`config.mk`:
```
export PLATFORM = sky130hd
export DESIGN_NAME = crc8_pcm_frame_deframer
export DESIGN_NICKNAME = d
export VERILOG_FILES = /design/src/hw/rtl/crc8pcm_pkg.sv /design/src/hw/rtl/crc8pcm_front.sv /design/src/hw/rtl/crc8pcm_queue.sv /design/src/hw/rtl/crc8pcm_back.sv /design/src/hw/rtl/crc8_pcm_frame_deframer.sv
export VERILOG_INCLUDE_DIRS = /design/src /design/src/hw/rtl
export SDC_FILE = /design/constraint.sdc
export NUM_CORES = 1
export LEC_CHECK = 0
export ABC_AREA = 1
export BUFFER_PORTS_ARGS = -buffer_cell sky130_fd_sc_hd__clkbuf_2
export CAP_MARGIN = 20
export CORE_AREA = 5 5 133 167
export DETAILED_ROUTE_END_ITERATION = 8
export DIE_AREA = 0 0 138 172
export GPL_ROUTABILITY_DRIVEN = 1
export PLACE_DENSITY_LB_ADDON = 0.12
export SYNTH_ARGS = -nofsm -noshare
export SYNTH_HDL_FRONTEND = slang
export SYNTH_HIERARCHICAL = 1
export SYNTH_SLANG_ARGS = --single-unit
```
`constraint.sdc`:
```
create_clock -name clk_i -period 9.45 [get_ports clk_i]
set_input_delay 1.4175 -clock clk_i [delete_from_list [all_inputs] [get_ports clk_i]]
set_output_delay 1.4175 -clock clk_i [all_outputs]
set_load 0.01 [all_outputs]
```
`src/hw/rtl/crc8_pcm_frame_deframer_macros.svh`:
```
// ---------------------------------------------------------------------------
// crc8_pcm_frame_deframer assertion macros
// Shared concurrent assertion forms, clocked on clk_i and disabled in reset.
// ---------------------------------------------------------------------------
`ifndef CRC8_PCM_FRAME_DEFRAMER_MACROS_SVH
`define CRC8_PCM_FRAME_DEFRAMER_MACROS_SVH

// same-cycle implication
`define CRC8PCM_ASSERT_NOW(lbl, ante, cons) \
  lbl: assert property (@(posedge clk_i) disable iff (!rst_ni) (ante) |-> (cons)) \
    else $error("crc8pcm assertion failed");

// next-cycle implication
`define CRC8PCM_ASSERT_NEXT(lbl, ante, cons) \
  lbl: assert property (@(posedge clk_i) disable iff (!rst_ni) (ante) |=> (cons)) \
    else $error("crc8pcm assertion failed");

`endif

```
`src/hw/rtl/crc8pcm_pkg.sv`:
```
// ---------------------------------------------------------------------------
// crc8pcm_pkg
// Shared types, constants and the CRC-8 byte update for the deframer.
// ---------------------------------------------------------------------------
package crc8pcm_pkg;

  // header and crc constants
  localparam logic [7:0]  SyncFirst     = 8'hAA;
  localparam logic [7:0]  SyncSecond    = 8'h55;
  localparam logic [7:0]  CrcPoly       = 8'h07;
  localparam logic [7:0]  CrcInit       = 8'h00;
  localparam logic [15:0] MaxFrameReset = 16'd4096;

  // result kinds
  localparam logic [1:0] KindSample = 2'd0;
  localparam logic [1:0] KindGood   = 2'd1;
  localparam logic [1:0] KindCrcErr = 2'd2;
  localparam logic [1:0] KindBadLen = 2'd3;

  // work handed from the front to the back
  typedef enum logic [1:0] {
    OP_PAY_LO  = 2'd0,
    OP_PAY_HI  = 2'd1,
    OP_CRC     = 2'd2,
    OP_BAD_LEN = 2'd3
  } op_e;

  typedef struct packed {
    op_e         op;
    logic        first;
    logic [7:0]  data;
    logic [15:0] len;
  } op_entry_t;

  // crc-8, poly 0x07, msb first, one byte
  function automatic logic [7:0] crc8_update(input logic [7:0] crc, input logic [7:0] b);
    logic [7:0] c;
    c = crc ^ b;
    for (int i = 0; i < 8; i++) begin
      if (c[7]) begin
        c = {c[6:0], 1'b0} ^ CrcPoly;
      end else begin
        c = {c[6:0], 1'b0};
      end
    end
    return c;
  endfunction

endpackage

```
`src/hw/rtl/crc8pcm_front.sv`:
```
// ---------------------------------------------------------------------------
// crc8pcm_front
// Header parser: sync hunt, length capture and check, payload counting.
// Emits one work op per byte that needs the back end.
// ---------------------------------------------------------------------------
module crc8pcm_front (
  input  logic                   clk_i,
  input  logic                   rst_ni,
  input  logic                   cfg_we_i,
  input  logic [15:0]            cfg_wdata_i,
  input  logic                   accept_i,
  input  logic [7:0]             rx_byte_i,
  output logic                   op_valid_o,
  output crc8pcm_pkg::op_entry_t op_o
);
  import crc8pcm_pkg::*;

  localparam logic [2:0] PhHunt    = 3'd0;
  localparam logic [2:0] PhSync2   = 3'd1;
  localparam logic [2:0] PhLenHi   = 3'd2;
  localparam logic [2:0] PhLenLo   = 3'd3;
  localparam logic [2:0] PhPayload = 3'd4;
  localparam logic [2:0] PhCrc     = 3'd5;

  logic [2:0]  phase_q, phase_d;
  logic [15:0] len_q, len_d;
  logic [15:0] cnt_q, cnt_d;
  logic [15:0] max_q;
  logic [15:0] len_full;
  logic [15:0] cnt_inc;

  // max frame register
  always_ff @(posedge clk_i or negedge rst_ni) begin
    if (!rst_ni) begin
      max_q <= MaxFrameReset;
    end else if (cfg_we_i) begin
      max_q <= cfg_wdata_i;
    end
  end

  assign len_full = {len_q[15:8], rx_byte_i};
  assign cnt_inc  = cnt_q + 16'd1;

  // phase decode per byte
  always_comb begin
    phase_d    = phase_q;
    len_d      = len_q;
    cnt_d      = cnt_q;
    op_valid_o = 1'b0;
    op_o.op    = OP_PAY_LO;
    op_o.first = 1'b0;
    op_o.data  = rx_byte_i;
    op_o.len   = len_q;
    if (accept_i) begin
      unique case (phase_q)
        PhSync2: begin
          phase_d = (rx_byte_i == SyncSecond) ? PhLenHi : PhHunt;
        end
        PhLenHi: begin
          len_d   = {rx_byte_i, 8'h00};
          phase_d = PhLenLo;
        end
        PhLenLo: begin
          len_d = len_full;
          cnt_d = '0;
          if (len_full == 16'd0 || len_full > max_q) begin
            op_valid_o = 1'b1;
            op_o.op    = OP_BAD_LEN;
            op_o.len   = len_full;
            phase_d    = PhHunt;
          end else begin
            phase_d = PhPayload;
          end
        end
        PhPayload: begin
          op_valid_o = 1'b1;
          op_o.op    = cnt_q[0] ? OP_PAY_HI : OP_PAY_LO;
          op_o.first = (cnt_q == 16'd0);
          cnt_d      = cnt_inc;
          if (cnt_inc == len_q) begin
            phase_d = PhCrc;
          end
        end
        PhCrc: begin
          op_valid_o = 1'b1;
          op_o.op    = OP_CRC;
          phase_d    = PhHunt;
        end
        default: begin
          phase_d = (rx_byte_i == SyncFirst) ? PhSync2 : PhHunt;
        end
      endcase
    end
  end

  // parser state
  always_ff @(posedge clk_i or negedge rst_ni) begin
    if (!rst_ni) begin
      phase_q <= PhHunt;
      len_q   <= '0;
      cnt_q   <= '0;
    end else begin
      phase_q <= phase_d;
      len_q   <= len_d;
      cnt_q   <= cnt_d;
    end
  end

  `include "crc8_pcm_frame_deframer_macros.svh"

  `CRC8PCM_ASSERT_NOW(a_cnt_below_len, phase_q == PhPayload, cnt_q < len_q)
  `CRC8PCM_ASSERT_NEXT(a_crc_ends_frame, op_valid_o && op_o.op == OP_CRC, phase_q == PhHunt)

endmodule

```
`src/hw/rtl/crc8pcm_queue.sv`:
```
// ---------------------------------------------------------------------------
// crc8pcm_queue
// Small register queue of work ops between the front and the back.
// ---------------------------------------------------------------------------
module crc8pcm_queue #(
  parameter int Depth = 4
) (
  input  logic                   clk_i,
  input  logic                   rst_ni,
  input  logic                   push_i,
  input  crc8pcm_pkg::op_entry_t wr_entry_i,
  input  logic                   pop_i,
  output crc8pcm_pkg::op_entry_t rd_entry_o,
  output logic                   full_o,
  output logic                   empty_o
);
  import crc8pcm_pkg::*;

  localparam int PtrW = $clog2(Depth);
  localparam int CntW = $clog2(Depth + 1);

  op_entry_t       entry_q [Depth];
  logic [PtrW-1:0] wr_ptr_q, rd_ptr_q;
  logic [CntW-1:0] count_q;
  logic            push_en, pop_en;

  assign full_o     = (count_q == CntW'(Depth));
  assign empty_o    = (count_q == '0);
  assign push_en    = push_i && !full_o;
  assign pop_en     = pop_i && !empty_o;
  assign rd_entry_o = entry_q[rd_ptr_q];

  // storage
  always_ff @(posedge clk_i) begin
    if (push_en) begin
      entry_q[wr_ptr_q] <= wr_entry_i;
    end
  end

  // pointers and fill count
  always_ff @(posedge clk_i or negedge rst_ni) begin
    if (!rst_ni) begin
      wr_ptr_q <= '0;
      rd_ptr_q <= '0;
      count_q  <= '0;
    end else begin
      if (push_en) begin
        wr_ptr_q <= (wr_ptr_q == PtrW'(Depth - 1)) ? '0 : wr_ptr_q + 1'b1;
      end
      if (pop_en) begin
        rd_ptr_q <= (rd_ptr_q == PtrW'(Depth - 1)) ? '0 : rd_ptr_q + 1'b1;
      end
      if (push_en && !pop_en) begin
        count_q <= count_q + 1'b1;
      end else if (pop_en && !push_en) begin
        count_q <= count_q - 1'b1;
      end
    end
  end

  `include "crc8_pcm_frame_deframer_macros.svh"

  `CRC8PCM_ASSERT_NOW(a_full_not_empty, full_o, !empty_o)
  `CRC8PCM_ASSERT_NEXT(a_push_grows, push_en && !pop_en, count_q == $past(count_q) + 1'b1)

endmodule

```
`src/hw/rtl/crc8pcm_back.sv`:
```
// ---------------------------------------------------------------------------
// crc8pcm_back
// Runs the payload crc, pairs bytes into samples and builds result beats
// in an output register.
// ---------------------------------------------------------------------------
module crc8pcm_back (
  input  logic                   clk_i,
  input  logic                   rst_ni,
  input  logic                   q_empty_i,
  input  crc8pcm_pkg::op_entry_t entry_i,
  output logic                   q_pop_o,
  input  logic                   pop,
  output logic                   empty,
  output logic [1:0]             kind_o,
  output logic signed [15:0]     sample_o,
  output logic [15:0]            frame_bytes_o,
  output logic [7:0]             crc_value_o
);
  import crc8pcm_pkg::*;

  logic        res_valid_q;
  logic [1:0]  kind_q, kind_d;
  logic [15:0] sample_q, sample_d;
  logic [15:0] fbytes_q, fbytes_d;
  logic [7:0]  crcv_q, crcv_d;
  logic [7:0]  crc_q, crc_d;
  logic [7:0]  hold_q, hold_d;
  logic [7:0]  crc_base;
  logic        out_free;
  logic        gives_result;

  assign out_free     = !res_valid_q || pop;
  assign gives_result = (entry_i.op != OP_PAY_LO);
  assign q_pop_o      = !q_empty_i && (!gives_result || out_free);
  assign crc_base     = entry_i.first ? CrcInit : crc_q;

  // op execution
  always_comb begin
    crc_d    = crc_q;
    hold_d   = hold_q;
    kind_d   = KindSample;
    sample_d = '0;
    fbytes_d = '0;
    crcv_d   = '0;
    unique case (entry_i.op)
      OP_PAY_LO: begin
        crc_d  = crc8_update(crc_base, entry_i.data);
        hold_d = entry_i.data;
      end
      OP_PAY_HI: begin
        crc_d    = crc8_update(crc_base, entry_i.data);
        sample_d = {entry_i.data, hold_q};
      end
      OP_CRC: begin
        kind_d   = (entry_i.data == crc_q) ? KindGood : KindCrcErr;
        fbytes_d = entry_i.len;
        crcv_d   = crc_q;
      end
      default: begin
        kind_d   = KindBadLen;
        fbytes_d = entry_i.len;
      end
    endcase
  end

  // crc and low byte state
  always_ff @(posedge clk_i or negedge rst_ni) begin
    if (!rst_ni) begin
      crc_q  <= '0;
      hold_q <= '0;
    end else if (q_pop_o) begin
      crc_q  <= crc_d;
      hold_q <= hold_d;
    end
  end

  // output register valid
  always_ff @(posedge clk_i or negedge rst_ni) begin
    if (!rst_ni) begin
      res_valid_q <= 1'b0;
    end else if (q_pop_o && gives_result) begin
      res_valid_q <= 1'b1;
    end else if (pop) begin
      res_valid_q <= 1'b0;
    end
  end

  // output register payload
  always_ff @(posedge clk_i) begin
    if (q_pop_o && gives_result) begin
      kind_q   <= kind_d;
      sample_q <= sample_d;
      fbytes_q <= fbytes_d;
      crcv_q   <= crcv_d;
    end
  end

  assign empty         = !res_valid_q;
  assign kind_o        = kind_q;
  assign sample_o      = $signed(sample_q);
  assign frame_bytes_o = fbytes_q;
  assign crc_value_o   = crcv_q;

  `include "crc8_pcm_frame_deframer_macros.svh"

  `CRC8PCM_ASSERT_NEXT(a_hi_gives_sample, q_pop_o && entry_i.op == OP_PAY_HI, res_valid_q && kind_q == KindSample)
  `CRC8PCM_ASSERT_NOW(a_no_load_over_result, q_pop_o && gives_result, !res_valid_q || pop)

endmodule

```
`src/hw/rtl/crc8_pcm_frame_deframer.sv`:
```
// ---------------------------------------------------------------------------
// crc8_pcm_frame_deframer
// Length-prefixed PCM frame deframer with CRC-8 payload check.
// ---------------------------------------------------------------------------
// Takes one received byte per clock while full is low and gives sample,
// frame-good, crc-mismatch and bad-length result beats in arrival order. A
// result is registered in the op queue and then in the output register, with
// no extra wait when the op queue is empty and no earlier result is waiting.
// The header parser takes a byte every cycle as long as the op queue
// (QueueDepth entries) has room; the back end retires one op a cycle unless
// stalled, so the queue only fills while the consumer holds pop low with a
// result waiting. max_frame_bytes resets to 4096; the user must write it
// through cfg_we_i / cfg_wdata_i while the block is idle (not enforced).
module crc8_pcm_frame_deframer #(
  parameter int QueueDepth = 4
) (
  input  logic               clk_i,
  input  logic               rst_ni,
  input  logic               cfg_we_i,
  input  logic [15:0]        cfg_wdata_i,
  input  logic               push,
  output logic               full,
  input  logic [7:0]         rx_byte_i,
  output logic               empty,
  input  logic               pop,
  output logic [1:0]         kind_o,
  output logic signed [15:0] sample_o,
  output logic [15:0]        frame_bytes_o,
  output logic [7:0]         crc_value_o
);
  import crc8pcm_pkg::*;

  logic      accept;
  logic      op_valid;
  op_entry_t op_wr;
  op_entry_t op_rd;
  logic      q_full, q_empty, q_pop;

  assign full   = q_full;
  assign accept = push && !q_full;

  // header parser and classifier
  crc8pcm_front u_front (
    .clk_i      (clk_i),
    .rst_ni     (rst_ni),
    .cfg_we_i   (cfg_we_i),
    .cfg_wdata_i(cfg_wdata_i),
    .accept_i   (accept),
    .rx_byte_i  (rx_byte_i),
    .op_valid_o (op_valid),
    .op_o       (op_wr)
  );

  // op queue
  crc8pcm_queue #(
    .Depth(QueueDepth)
  ) u_queue (
    .clk_i     (clk_i),
    .rst_ni    (rst_ni),
    .push_i    (op_valid),
    .wr_entry_i(op_wr),
    .pop_i     (q_pop),
    .rd_entry_o(op_rd),
    .full_o    (q_full),
    .empty_o   (q_empty)
  );

  // crc, sample packing and result register
  crc8pcm_back u_back (
    .clk_i        (clk_i),
    .rst_ni       (rst_ni),
    .q_empty_i    (q_empty),
    .entry_i      (op_rd),
    .q_pop_o      (q_pop),
    .pop          (pop),
    .empty        (empty),
    .kind_o       (kind_o),
    .sample_o     (sample_o),
    .frame_bytes_o(frame_bytes_o),
    .crc_value_o  (crc_value_o)
  );

endmodule

```
# Word level (Yosys, flattened, before mapping)
# Memories as Yosys holds them, arrays and structs flattened.
# Index checks and enable logic that the tools add are counted.
[word_totals]
input_bits = 29
regBits = 117
word_cells = 147
output_inout_bits = 44
mem_bits_rw = 108
n_memories = 1
[op_classes]
add_sub_neg = 5
n_eq_ne = 15
n_lt_le_gt_ge = 1
n_mux = 59
reduce_logical = 34
n_bitwise = 17
[mem_list]
columns = ["memory", "words", "word_bits", "read_ports", "rd_clocked_by_memory_dff", "write_ports", "line", "text"]
rows = [
  ["u_queue.entry_q", 4, 27, 1, 0, 1, "crc8pcm_queue.sv:22", "op_entry_t entry_q [Depth];"],
]
[op_table]
columns = ["op", "n"]
rows = [
  ["$mux 8", 18],
  ["$pmux 16 s2", 2],
  ["$mux 3", 20],
  ["$not 3->3", 15],
  ["$logic_not 16->1", 2],
  ["$add 16x1->16 const B", 1],
  ["$eq 16x16->1", 1],
  ["$gt 16x16->1", 1],
  ["$pmux 8 s2", 1],
  ["$pmux 3 s5", 1],
  ["$reduce_bool 2->1", 6],
  ["$mux 2", 5],
  ["$reduce_and 2->1", 5],
  ["$eq 3x3->1 const B", 3],
  ["$mux 1", 9],
  ["$eq 8x7->1 const B", 1],
  ["$eq 8x8->1", 1],
  ["$eq 8x8->1 const B", 1],
  ["$xor 8x8->8", 1],
  ["$logic_and 1x1->1", 7],
  ["$eq 2x2->1 const B", 3],
  ["$eq 3x2->1 const B", 2],
  ["$logic_not 1->1", 6],
  ["$pmux 2 s3", 1],
  ["other kinds (14)", 18],
]

# Logic depth before layout (Yosys ltp)
# An unclocked memory read counts as a cell.
[logic_depth]
ltp_word = 27
mapped_depth = 25
mapped_depth_nobuf = 24

# Cells and area by module
# Netlist, hierarchy kept.
[modules_own_cells]
columns = ["module", "seq_area_each_um2", "area_each_um2", "cells_per_inst", "instances"]
rows = [
  ["crc8pcm_queue", 3418.3, 4780.8, 375, 1],
  ["crc8pcm_front", 1277.5, 3514.6, 493, 1],
  ["crc8pcm_back", 1686.6, 2782.7, 296, 1],
  ["crc8_pcm_frame_deframer", 0.0, 10.0, 2, 1],
]

# Least setup slack after synthesis
# No wires, ideal clock.
[synth_path]
kind = "input -> register"
from = "in rx_byte_i[1]"
to = "mem u_queue/entry_q[0][0] (netlist name) (enable)"
required_ns = 9.039
setup_ns = 0.411
path_slack_ns = 5.046
t_arrival_ns = 3.993
path_stages = 16
path_cell_list = "ha_1 inv_1 nor2_1 nor2_1 o21ai_0 nand2_1 nand2_1 nand2_1 nand2_1 nand2_1 nand2_1 nand3_2 buf_2 nand2_1 nand2_1 nor2_1"
[synth_between]
elab_chain_cells = 8
elab_cells_between_ends = 9
classes_between = "order compare (1); mux (5); reduce/logical (3)"
[synth_lines]
columns = ["element", "line", "text"]
rows = [
  ["start, declared", "crc8_pcm_frame_deframer.sv:23", "input logic [7:0] rx_byte_i,"],
  ["$gt 16x16->1 / $logic_not 16->1 (equally long branches)", "crc8pcm_front.sv:66", "if (len_full == 16'd0 || len_full > max_q) begin"],
  ["$logic_or 1x1->1 (*)", "crc8pcm_front.sv:66", ""],
  ["$mux 1 (*)", "crc8pcm_front.sv:66", ""],
  ["$pmux 1 s2 (*)", "crc8pcm_front.sv:55", "unique case (phase_q)"],
  ["$mux 1 (*)", "crc8pcm_front.sv:54", "if (accept_i) begin"],
  ["via op_valid", "crc8_pcm_frame_deframer.sv:34", "logic op_valid;"],
  ["$logic_and 1x1->1 (*)", "crc8pcm_queue.sv:29", "assign push_en = push_i && !full_o;"],
  ["$mux 1 (*)", "crc8pcm_queue.sv:35", "if (push_en) begin"],
  ["$mux 1 (not written as such) (*)", "crc8pcm_queue.sv:36", "entry_q[wr_ptr_q] <= wr_entry_i;"],
  ["end, declared", "crc8pcm_queue.sv:22", ""],
]
# Mark *: on every way through the listed nets, which the timed path passes. The rest lies on a longest branch.

==> results.cfg <==
[run_status]
status = completed

[sta]
timing.final.hold_violations = 0
fmax_ghz = 0.2505
fin_skew_ps = 8.273
drv_slew = 0
rsz0062_at_grt = no
min_period_ps = 3992
finalCritPeriodShare_pct = 42.24
max_slew_margin_pct = 34.26
tightest_slew_ps = 977.1
finalSetupViolations = 0
fin_tns_setup_ps = 0

[clock_network]
cts_buffers = 22
postCtsHoldBufs = 0
cts.sinks = 225
clk_latency_ps = 500
cts_buffer_depth = 3
path_clk_slew_ps = 60
cts_tree = yes
cts_htree_levels = 1
cts_setup_buffers = 0
cts-root-buf = clkbuf_16
ctsResizeCount = 0

[power]
p_per_area_nw_per_um2 = 284.1
p_leak_nw = 5.611
peakVddDrop_v = 0.0001576

[setup_path]
critPathTopFamily = simple AND/OR/NAND/NOR gates
critPathRequiredTime_ps = 9830
cp_data_arrival_time_ps = 4370
crit_top_cell = nand2_1
worst_setup_path_start_kind = register
path_buf_inv = 2
worstPathMaxFanout = 64
crit_chain = buf_4 -> nand2_1 -> o211ai_1 -> nand2_1 -> nor2_4 -> nand2_2 -> nand2_2 -> nand2_1 -> ha_1 -> inv_1 -> fa_1 -> nand2_1 -> o21ai_0
cp_slowest_cell = dfrtp_2
endpoint_kind = register
crit_type = register to register
max_stage_delay_ps = 860

[die]
core_um2 = 20520
start_util_pct = 54.03
die_area_um2 = 23740
die_x_um = 138
rows = 59
io_pins = 73
die_h_um = 172

[grt]
first_global_vias = 7656
grt_overflow = 0
grt_pass1_wl_um = 38940
grtUsageTotal_pct = 20.45
antenna_found_initial = 0
grt_max_degree = 76

[detailed_routing]
via_per_inst = 5.154
dr.pass1.iters = 5
drc = 0
vias = 7798
drt-initial-drc-count = 485
ant_nets = 0
wirelength_um = 24330
post_drt_wl_per_cell_um = 16.08

[place]
place_hpwl_um = 17090
place.gp.congestion = 0.9013
port_buffers = 72
postPlaceCellArea_um2 = 11520

[layout]
antenna_cells = 0
drive_gt1_share_pct = 12.99
nNetsFinal = 1279
syn_to_final_growth_pct = 11.01
final_area_um2 = 12310

[yosys]
ys_warn_count = 6
syn-cell-area_um2 = 11090
ys_ff_latch = 225
synth_cell_types = 38
syn_nets = 1222
synth.top_cell.area_share_pct = 40.62
syn_inst = 1166
yosys-top-cells-area = edfxtp_1, dfrtp_1, nand2_1
synth_area_per_cell_um2 = 9.510
ys_seq_area_share_pct = 57.56
synth_top_area_cell = edfxtp_1

[worst_hold_path]
hold_path_class = register to register

[job]
maxCapViolCount = 0
-- logic make-up after synthesis --
logic type | synth area share [%]
fa+ha+maj | 3.114
xor+xnor | 1.670
mux | 0.1015
flops | 57.56
simple gates | 19.48
compound gates | 7.978
buf+inv | 10.10
-- cells in the mapped netlist (all sizes together) --
cell,n
or2,1
nor2,62
a21boi,1
buf,40
nand4,16
fa,1
xor2,12
xnor2,4
nor3,5
inv,201
o21ai,69
o211ai,54
a21oi,14
o22ai,8
dfstp,1
clkinv,1
mux2,1
a31oi,1
and2,1
dfrtp,74
nand3,73
nor4,8
clkbuf,8
ha,26
edfxtp,150
nand2,334
-- power by group --
group / leakage (nW) / switching, mW / internal, mW
Sequential: 2.20 / 0.0987 / 1.27
Combinational: 3.04 / 0.832 / 0.401
Clock: 0.367 / 0.360 / 0.538
-- registers in the layout (all words and copies together) (netlist names) --
register	count
u_back/crc_q	8
u_back/crc_value_o	8
u_back/frame_bytes_o	16
u_back/hold_q	8
u_back/kind_o	2
u_back/res_valid_q	1
u_back/sample_o	16
u_front/cnt_q	16
u_front/len_q	16
u_front/max_q	16
u_front/phase_q	3
u_queue/count_q	3
u_queue/entry_q	108
u_queue/rd_ptr_q	2
u_queue/wr_ptr_q	2
-- stage by stage --
step | instances | hold slack, ps | worst slack [ps] | power [mW] | util, %
after floorplan | 1166 | 453.0 | 5046 | 2.323 | -
after global placement | 1471 | 467.2 | 5089 | 2.588 | 56.05
after detailed placement | 1472 | 474.6 | 5037 | 2.629 | 56.15
after CTS | 1512 | 489.6 | 5409 | 3.538 | 59.85
after global routing | 1513 | 508.8 | 5087 | 3.754 | 59.98
final | 1513 | 482.3 | 5458 | 3.497 | 59.98
-- layer usage --
layer | vias to the layer above | part of all wire [%] | track usage, %
met2 | 186 | 52 | 38.57
li1 | 3924 | - | -
met3 | 51 | 4.6 | 3.347
met4 | 0 | 3.4 | 7.563
met1 | 3637 | 40 | 23.52
met5 | - | 0 | 0
-- layout make-up --
type / instances / area (um^2)
Clock buffer: 29 / 649.4
Fill cell: 1819 / 8213
Multi-Input combinational cell: 691 / 3603
Inverter: 202 / 758.2
Sequential cell: 225 / 6384
Tap cell: 274 / 342.8
Timing Repair Buffer: 81 / 462.9
Clock inverter: 11 / 108.9
-- cell usage in the layout, fill, tap and decap left out, types with 4 or more instances in the layout --
master	synthesis	layout
nand2_2	10	10
nor2_1	51	46
inv_1	195	195
nor2_2	6	10
nor2_4	5	6
edfxtp_1	150	150
dfrtp_1	74	73
nor4_1	8	8
xor2_1	9	9
clkbuf_2	0	71
nand4_1	16	16
o21ai_0	61	61
nand3_1	69	69
clkbuf_16	0	24
xnor2_1	4	4
a21oi_1	14	14
o211ai_1	54	54
nand2_1	322	322
ha_1	26	26
nor3_1	5	5
o21ai_1	8	8
inv_2	6	6
o22ai_1	8	8
buf_4	20	8
-- tightest hold or removal path: cells and delay by family, from the launching register on --
kind	cells	cell delay, ps
AO/OA/AOI/OAI	1	60
flip-flops	1	340
AND/OR/NAND/NOR	1	50
-- path summary, 6_finish.rpt --
path	from	end	slack, ps	depth (start not counted)
min in group asynchronous	rst_ni	u_front/cnt_q[15]	730	1
max in group asynchronous	rst_ni	u_front/max_q[12]	8110	2
worst max register to register	u_queue/rd_ptr_q[0]	u_queue/count_q[1]	5460	13
worst min register to register	u_back/hold_q[2]	u_back/hold_q[2]	480	2
worst min-delay path	u_back/hold_q[2]	u_back/hold_q[2]	480	2
worst max-delay path	u_queue/rd_ptr_q[0]	u_queue/count_q[1]	5460	13
No activity file was read; power rests on OpenSTA's default activity.
